[config.mk]
export PLATFORM = sky130hd
export DESIGN_NAME = kktl_queue
export DESIGN_NICKNAME = d
export VERILOG_FILES = /design/src/rtl/kktl_pkg.sv /design/src/rtl/kktl_queue.sv
export SDC_FILE = /design/constraint.sdc
export NUM_CORES = 1
export LEC_CHECK = 0
export BUFFER_PORTS_ARGS = -buffer_cell sky130_fd_sc_hd__buf_2
export CELL_PAD_IN_SITES_DETAIL_PLACEMENT = 0
export CELL_PAD_IN_SITES_GLOBAL_PLACEMENT = 1
export CORE_MARGIN = 2
export CORE_UTILIZATION = 54
export DETAILED_ROUTE_END_ITERATION = 7
export PLACE_DENSITY_LB_ADDON = 0.1
export SLEW_MARGIN = 30
export SYNTH_ARGS = -nofsm -noshare
export SYNTH_HDL_FRONTEND = slang
export SYNTH_SLANG_ARGS = --single-unit
[constraint.sdc]
create_clock -name clock -period 3.8 [get_ports clock]
set_input_delay 0.76 -clock clock [delete_from_list [all_inputs] [get_ports clock]]
set_output_delay 0.76 -clock clock [all_outputs]
set_load 0.02 [all_outputs]
[src/rtl/kktl_pkg.sv]
// kktl_pkg: shared types and constants of the kth-largest tree edge block.
// No dependencies; all other files import it.
package kktl_pkg;

   localparam int END_BITS          = 10;
   localparam int FIELD_WEIGHT_BITS = 20;
   localparam int CSR_INDEX_BITS    = 8;
   localparam int CSR_DATA_BITS     = 11;
   localparam int RANK_BITS         = 4;
   localparam int QUEUE_DEPTH       = 4;
   localparam int QUEUE_PTR_BITS    = 2;

   localparam logic [CSR_INDEX_BITS-1:0] REG_NODE_COUNT        = 8'd0;
   localparam logic [CSR_INDEX_BITS-1:0] REG_TARGET_COMPONENTS = 8'd1;

   localparam logic [CSR_DATA_BITS-1:0] NODE_COUNT_RESET = 11'd1024;
   localparam logic [CSR_DATA_BITS-1:0] TARGET_RESET     = 11'd1;
   localparam logic [RANK_BITS-1:0]     RANK_MAX         = 4'd15;

   typedef enum logic {
      ITEM_EDGE,
      ITEM_LAST
   } kind_type;

   typedef struct packed {
      kind_type                     kind;
      logic [END_BITS-1:0]          end_a;
      logic [END_BITS-1:0]          end_b;
      logic [FIELD_WEIGHT_BITS-1:0] weight;
   } queue_item_type;

   typedef struct packed {
      logic           valid;
      queue_item_type item;
   } queue_head_type;

   typedef enum logic [3:0] {
      ST_LOAD,
      ST_CLEAR,
      ST_PASS,
      ST_RUN,
      ST_FETCH,
      ST_MERGE,
      ST_KR_FETCH,
      ST_KR_EDGE,
      ST_FIND_RD,
      ST_FIND_CHK,
      ST_JOIN,
      ST_RANK,
      ST_RES,
      ST_RES_WAIT,
      ST_OUT
   } state_type;

endpackage

[src/rtl/kktl_queue.sv]
// kktl_queue: short request queue between front and back.
// Depends on kktl_pkg.
module kktl_queue import kktl_pkg::*; (
   input  logic           clock,
   input  logic           reset,
   input  logic           push,
   input  queue_item_type push_item,
   input  logic           pop,
   output logic           full,
   output queue_head_type head
);

   localparam int CNT_BITS = QUEUE_PTR_BITS + 1;

   queue_item_type              entry_ff [QUEUE_DEPTH];
   logic [QUEUE_PTR_BITS-1:0]   wr_ptr_ff, wr_ptr_in, rd_ptr_ff, rd_ptr_in;
   logic [CNT_BITS-1:0]         count_ff, count_in;

   assign full       = count_ff == CNT_BITS'(QUEUE_DEPTH);
   assign head.valid = count_ff != '0;
   assign head.item  = entry_ff[rd_ptr_ff];

   always_comb begin
      wr_ptr_in = push ? wr_ptr_ff + 1'b1 : wr_ptr_ff;
      rd_ptr_in = pop ? rd_ptr_ff + 1'b1 : rd_ptr_ff;
      count_in  = count_ff + CNT_BITS'(push) - CNT_BITS'(pop);
   end

   always_ff @(posedge clock) begin
      if (reset) begin
         wr_ptr_ff <= '0;
         rd_ptr_ff <= '0;
         count_ff  <= '0;
      end else begin
         wr_ptr_ff <= wr_ptr_in;
         rd_ptr_ff <= rd_ptr_in;
         count_ff  <= count_in;
      end
      if (push) begin
         entry_ff[wr_ptr_ff] <= push_item;
      end
   end

endmodule

# After elaboration in Yosys (flattened, before gate mapping)
# Memories as Yosys holds them, arrays and structs flattened. A register that Yosys moved wholly into a read port is not among the register bits.
# Cells that the tools add are included.
# word_totals
register_bits	7
ram_bits	164
input_bits	45
out_inout_bits	43
wordCells	14
mem_count	1
# op_classes
n_addsub	4
eq_ne	1
muxes	4
reduce_logical	1
# memory_table
memory	words	width	read_ports	rd_ports_with_merged_regs	wr	line_no	source
entry_ff	4	41	1	1	1	kktl_queue.sv:15	queue_item_type entry_ff [QUEUE_DEPTH];
# op_table
cell	count
$add A2 B1 Y2 const B	2
$mux W2	2
$add A3 B1 Y3	1
$eq A3 B3 Y1 const B	1
$reduce_bool A3 Y1	1
$sub A3 B1 Y3	1
$mux W1	2

# Longest topological paths before layout
# Gate-level depths: netlist of run 1.
# logic_depth
ltp_word	3
ltp_mapped	7
mapped_depth_nobuf	7

# Least setup slack after synthesis of run 1
# No wires, ideal clock.
# synth_timing
path_kind	input -> register
startpoint	input push
endpoint	memory entry_ff[0][0] (netlist bit), enable pin
setup_ps	402
arrival_time_ps	1754
t_required_ps	3398
path_slack_ps	1644
cell_stages	1
n_path_buf	0
cell_sequence	and2_1
# synth_between
elab_chain_len	2
# synth_rtl
element	line_no	source
start: declaration	kktl_queue.sv:6	input logic push,
$mux W1	kktl_queue.sv:39	if (push) begin
$mux W1 (not written as such)	kktl_queue.sv:40	entry_ff[wr_ptr_ff] <= push_item;
end: declaration	kktl_queue.sv:15	
# Every way passes these cells.

==> impl_metrics.csv, run 1 <==
group,metric,value,unit
die,rows,39,
clock_tree,clkLatencyLatePin,0.42,ns
hold_path,hold_start,"rd_ptr_ff[1]",
synth,ys_seq_elements,173,
hold_path,timing.hold.worst_path_depth,2,
setup_path,path_cells,"mux4_1, buf_2",
run,cap_violations,0,
final_layout,layout_common_cells,"edfxtp_1 (164), buf_2 (87), mux4_2 (40)",
drt,drc,8,
final_layout,nFillCells,776,
die,fp.dieH,113,µm
drt,wl_per_cell,20.1,µm
global_routing,grt_max_degree,42,
place,routabilityCongestion,0.737,
final_layout,seq_area,0.00511,mm²
drt,wirelength,10300,µm
global_routing,first_global_vias,3031,
setup_path,worst_ep_required_time,3.04,ns
outcome,status,"finished with violations",
clock_tree,holdBufCountCts,0,
setup_path,cp_max_fo,41,
clock_tree,tritoncts,"done",
sta,hold_viol,0,
sta,final-setup-viol-count,0,
setup_path,arrival,2.15,ns
setup_path,slowest_stage,"dfxtp_4",
synth,avgSynthCellArea,24.9,µm²
drt,num_vias,2792,
synth,ys_seq_area_frac,0.797,
outcome,violations,"design-rule violations",
sta,fin_crit_sh,0.765,
sta,rsz0062_at_grt,"false",
clock_tree,h-tree-depth,4,
sta,relSlewSlack,0.445,
power,peakVddDrop,341,µV
synth,yosysWarnings,0,
setup_path,end_kind,"output pin",
drt,vias_per_cell,5.42,
clock_tree,clk_root_buffer_cell,"clkbuf_16",
sta,clock.fmax,344,MHz
setup_path,r2r_end,"entry_ff[0][2]",
die,dieArea,0.0128,mm²
die,ios,88,
sta,clock_skew,0.00344,ns
hold_path,worstHoldPathType,"reg2reg",
setup_path,timing.rr.start,"wr_ptr_ff[0]",
synth,ys_types,22,
place,port_buffers,87,
global_routing,grt_pass1_wl,16100,µm
global_routing,antenna_found_initial,0,
setup_path,worstSetupStartpointType,"register",
setup_path,cp_top_family,"flip-flops",
die,initial_core_util,0.556,
place,dp_hpwl,6200,µm
setup_path,r2r_cells,4,
setup_path,r2r_slack,1.95,ns
setup_path,critical_path_buf_inv_count,1,
global_routing,grt_usage,0.178,
final_layout,multi_input_area,0.00117,mm²
sta,hold_slack,0.523,ns
drt,drt_first_pass_iters,6,
setup_path,critPathMaxStageDelay,0.90,ns
sta,period_minus_slack,2.91,ns
final_layout,area_growth,17.8,%
clock_tree,clock-sinks,173,
die,core_area,0.0115,mm²
final_layout,final_common_cell,"edfxtp_1",
clock_tree,path_clk_slew,0.06,ns
sta,tns,0,ns
final_layout,fin_cells,515,
power,power_density,578,mW/mm²
sta,worst_pin_slew,0.833,ns
synth,syn_area,0.00641,mm²
clock_tree,post_cts_buffers,0,
clock_tree,cts_made_buffers,17,
sta,slew_viol_final,0,
drt,drt_iter0_drc,139,
die,dieWidth,113,µm
final_layout,n_antenna_cell,0,
synth,mappedNetlistNets,309,
clock_tree,cts_resized,0,
global_routing,grt_overflow,0,
setup_path,crit_type,"reg2out",
place,dp.cells,484,
final_layout,layout-drive-gt1-share,0.454,
synth,postSynthCellCount,257,
final_layout,final_nets,412,
power,leakage,2.60,nW
drt,ant_nets,0,
clock_tree,cts_max_path_buffers,2,
## cell usage after synthesis
cell type	number	area, µm²
mux2i_1	1	10.0
buf_6	1	11.3
dfxtp_1	9	180
inv_1	6	22.5
and2_1	4	25.0
nor2_1	5	18.8
or3_1	1	6.26
nor2b_1	2	12.5
fa_1	1	20.0
mux4_2	40	901
ha_1	6	75.1
buf_12	4	80.1
a21oi_1	1	5.00
mux4_1	1	26.3
and3_1	1	6.26
buf_2	4	20.0
edfxtp_1	164	4920
nand3b_1	1	7.51
xnor2_1	2	17.5
xor3_1	1	23.8
a21bo_2	1	10.0
buf_1	1	3.75
## metal layers
metal	track usage	wire length, µm
met5	0	0
met4	0.0756	199
met3	0.0621	561
met2	0.301	5390
met1	0.209	4180
## final cells by class
cell class	count	area share
Clock inverter	11	0.0192
Sequential cell	173	0.677
Tap cell	143	0.0237
Inverter	6	0.00298
Timing Repair Buffer	94	0.0646
Clock buffer	20	0.0578
Multi-Input combinational cell	68	0.155
## cells by family (layout without fill, tap and decap cells)
logic type,count (synthesis),count (layout),synth area share
flops,173,173,0.797
mux,42,42,0.146
buf+inv,16,131,0.0215
simple gates,14,14,0.0119
fa+ha+maj,7,7,0.0148
xor+xnor,3,3,0.00644
compound gates,2,2,0.00234
## how the worst max path moves through the flow
stage / start / endpoint / slack, ns / cells after the start
global placement: register / head[37] / 1.24 / 2
finish: register / head[37] / 0.89 / 2
detailed placement: register / head[37] / 1.25 / 2
CTS: register / head[37] / 0.80 / 2
global route: register / head[37] / 0.69 / 2
floorplan: push / entry_ff[0][0] / 1.64 / 1
## sequential cells by signal (all words and copies together) (netlist names), named ones only
signal     count
entry_ff     164
rd_ptr_ff      2
wr_ptr_ff      2
count_ff       3
## worst min-delay path, cell delays in order, from the launching register on
cell and delay (ns):
dfxtp_1 0.31, nand3b_1 0.10, a21oi_1 0.07
## metrics by stage
step	power [mW]	setup WS (ns)	instance area, µm²	util
2_1_floorplan	2.59	1.64	6410	-
3_3_place_gp	2.73	1.24	6970	0.605
3_5_place_dp	2.74	1.25	6970	0.605
4_1_cts	4.41	0.799	7550	0.656
5_1_grt	4.52	0.692	7550	0.656
6_report	4.37	0.894	7550	0.656
## power by group
group,internal [mW],switching (mW)
logic,0.200,0.244
clock network,1.03,0.654
registers,2.19,0.0514
total,3.42,0.949
Note: power is estimated with default switching activity, not from simulation.
==> run 2: changes to the inputs <==
Settings changed: ABC_AREA set to 1, CORE_UTILIZATION 54 to 47.
Clock period 3.8 ns to 2.7 ns, I/O delays scaled along.
==> impl_metrics.csv, run 2 <==
group,metric,value,unit
final_layout,largest_register_ffs,164,
sta,worst_slack,0.302,ns
synth,synth_top_flop_cell,"edfxtp_1",
setup_path,path_cells,"buf_12, a21oi_1, o21ai_1, nand2_1, buf_2",
final_layout,largest-register,"entry_ff",
clock_tree,cts_resized,0,
final_layout,layout_common_cells,"edfxtp_1 (164), inv_1 (95), nand2_1 (90)",
synth,ys_types,15,
final_layout,area_growth,16.9,%
clock_tree,h-tree-depth,4,
clock_tree,clk_root_buffer_cell,"clkbuf_16",
synth,mappedNetlistNets,587,
power,peakVddDrop,421,µV
setup_path,worst_ep_required_time,2.16,ns
sta,hold_viol,0,
clock_tree,cts_max_path_buffers,2,
sta,fin_crit_sh,0.888,
synth,postSynthCellCount,535,
clock_tree,clkLatencyLatePin,0.42,ns
die,initial_core_util,0.478,
die,dieWidth,125,µm
setup_path,critical_path_buf_inv_count,2,
drt,num_vias,3976,
setup_path,crit_type,"reg2out",
place,port_buffers,87,
clock_tree,post_cts_buffers,0,
global_routing,grt_pass1_wl,19700,µm
die,ios,88,
global_routing,grt_max_degree,71,
place,dpl_cell_area,0.00752,mm²
clock_tree,tritoncts,"done",
sta,relSlewSlack,0.621,
clock_tree,holdBufCountCts,0,
synth,synth-edff-count,164,
synth,avgSynthCellArea,12.9,µm²
sta,clock_skew,0.00604,ns
sta,slew_viol_final,0,
outcome,status,"finished clean",
synth,yosys.area.top_type_share,0.711,
global_routing,first_global_vias,4005,
sta,clock.fmax,417,MHz
global_routing,antenna_found_initial,1,
global_routing,grt_overflow,0,
clock_tree,cts_made_buffers,17,
synth,yosysTopAreaCell,"edfxtp_1",
clock_tree,path_clk_slew,0.06,ns
final_layout,final_nets,675,
synth,ys_seq_elements,173,
drt,wirelength,12100,µm
drt,drc,0,
place,dp_hpwl,7060,µm
drt,ant_nets,0,
final_layout,final_common_cell,"edfxtp_1",
synth,ys_seq_area_frac,0.737,
die,core_area,0.0145,mm²
setup_path,slowest_stage,"dfxtp_4",
clock_tree,clock-sinks,173,
setup_path,end_kind,"output pin",
synth,synthTopCellsByCount,"edfxtp_1 (164), inv_1 (99), nand2_1 (90)",
sta,tns,0,ns
drt,vias_per_cell,4.84,
synth,synth.area.top_cells,"edfxtp_1 (71%), inv_1 (5.4%), nand2_1 (4.9%)",
setup_path,worstSetupStartpointType,"register",
synth,yosysWarnings,0,
power,power_density,758,mW/mm²
synth,syn_area,0.00693,mm²
final_layout,layout-drive-gt1-share,0.200,
sta,final-setup-viol-count,0,
setup_path,arrival,1.86,ns
die,fp.dieH,125,µm
sta,rsz0062_at_grt,"false",
die,rows,44,
setup_path,cp_top_family,"flip-flops",
drt,drt_iter0_drc,228,
place,pre_cts_ws,0.760,ns
sta,period_minus_slack,2.40,ns
hold_path,worstHoldPathType,"in2reg",
place,routabilityCongestion,0.739,
synth,async_reset_ff_frac,0,
synth,yosysMostFrequentCell,"edfxtp_1",
global_routing,grt_usage,0.163,
run,cap_violations,0,
drt,drt_first_pass_iters,5,
final_layout,finalInstanceArea,0.00810,mm²
die,dieArea,0.0157,mm²
power,p_total,6.14,mW
power,leakage,3.21,nW
sta,worst_pin_slew,0.568,ns
setup_path,critPathMaxStageDelay,0.60,ns
setup_path,cp_max_fo,70,
drt,wl_per_cell,14.7,µm
final_layout,largestRegisters,"entry_ff x164, count_ff x3",
==> run 2: path summary, 6_finish.rpt <==
path                startpoint               to  slack (ns)  cells after the start
setup / recovery      register         head[19]        0.30                      5
hold / removal           reset      count_ff[0]        0.30                      2
setup reg to reg  wr_ptr_ff[0]  entry_ff[2][36]        1.08                      5
hold reg to reg   rd_ptr_ff[1]         register        0.48                      2
==> run 2: cell type report <==
type / instances / area, µm²
sequential: 173 / 5110
multi-input combinational: 236 / 1230
clock inverter: 14 / 151
fill: 1221 / 6380
clock buffer: 18 / 429
inverter: 99 / 372
timing repair buffer: 96 / 578
antenna: 1 / 2.50
tap: 184 / 230
==> run 2: layer usage <==
metal  global-route usage  up-vias  wire length (µm)  share of wire
met2                0.277       75              5970           0.49
li1                     -     2021                 -              -
met4               0.0627        0               105         0.0087
met3               0.0552       10               721          0.060
met5                    0        -                 0              0
met1                0.194     1870              5290           0.44
==> run 2: cells by family (layout without fill, tap and decap cells) <==
group                    Yosys count  count (layout)  share of synthesized area
other                              0               1                          0
AO/OA/AOI/OAI                    133             133                      0.111
adder cells (fa/ha/maj)            7               7                     0.0137
flip-flops                       173             173                      0.737
AND/OR/NAND/NOR                   96              96                     0.0526
buffers and inverters            126             227                     0.0858
==> run 2: through the flow <==
stage	hold slack (ns)	std cells	utilization
4_1_cts	0.276	820	0.559
5_1_grt	0.296	820	0.559
2_1_floorplan	0.436	535	-
3_5_place_dp	0.458	788	0.519
6_report	0.298	821	0.559
3_3_place_gp	0.446	788	0.519
==> run 2: power breakdown <==
group          switching (mW)  leakage [nW]  internal (mW)
clock                   0.945         0.279           1.44
combinational           0.439          1.35          0.213
sequential             0.0436          1.58           3.07
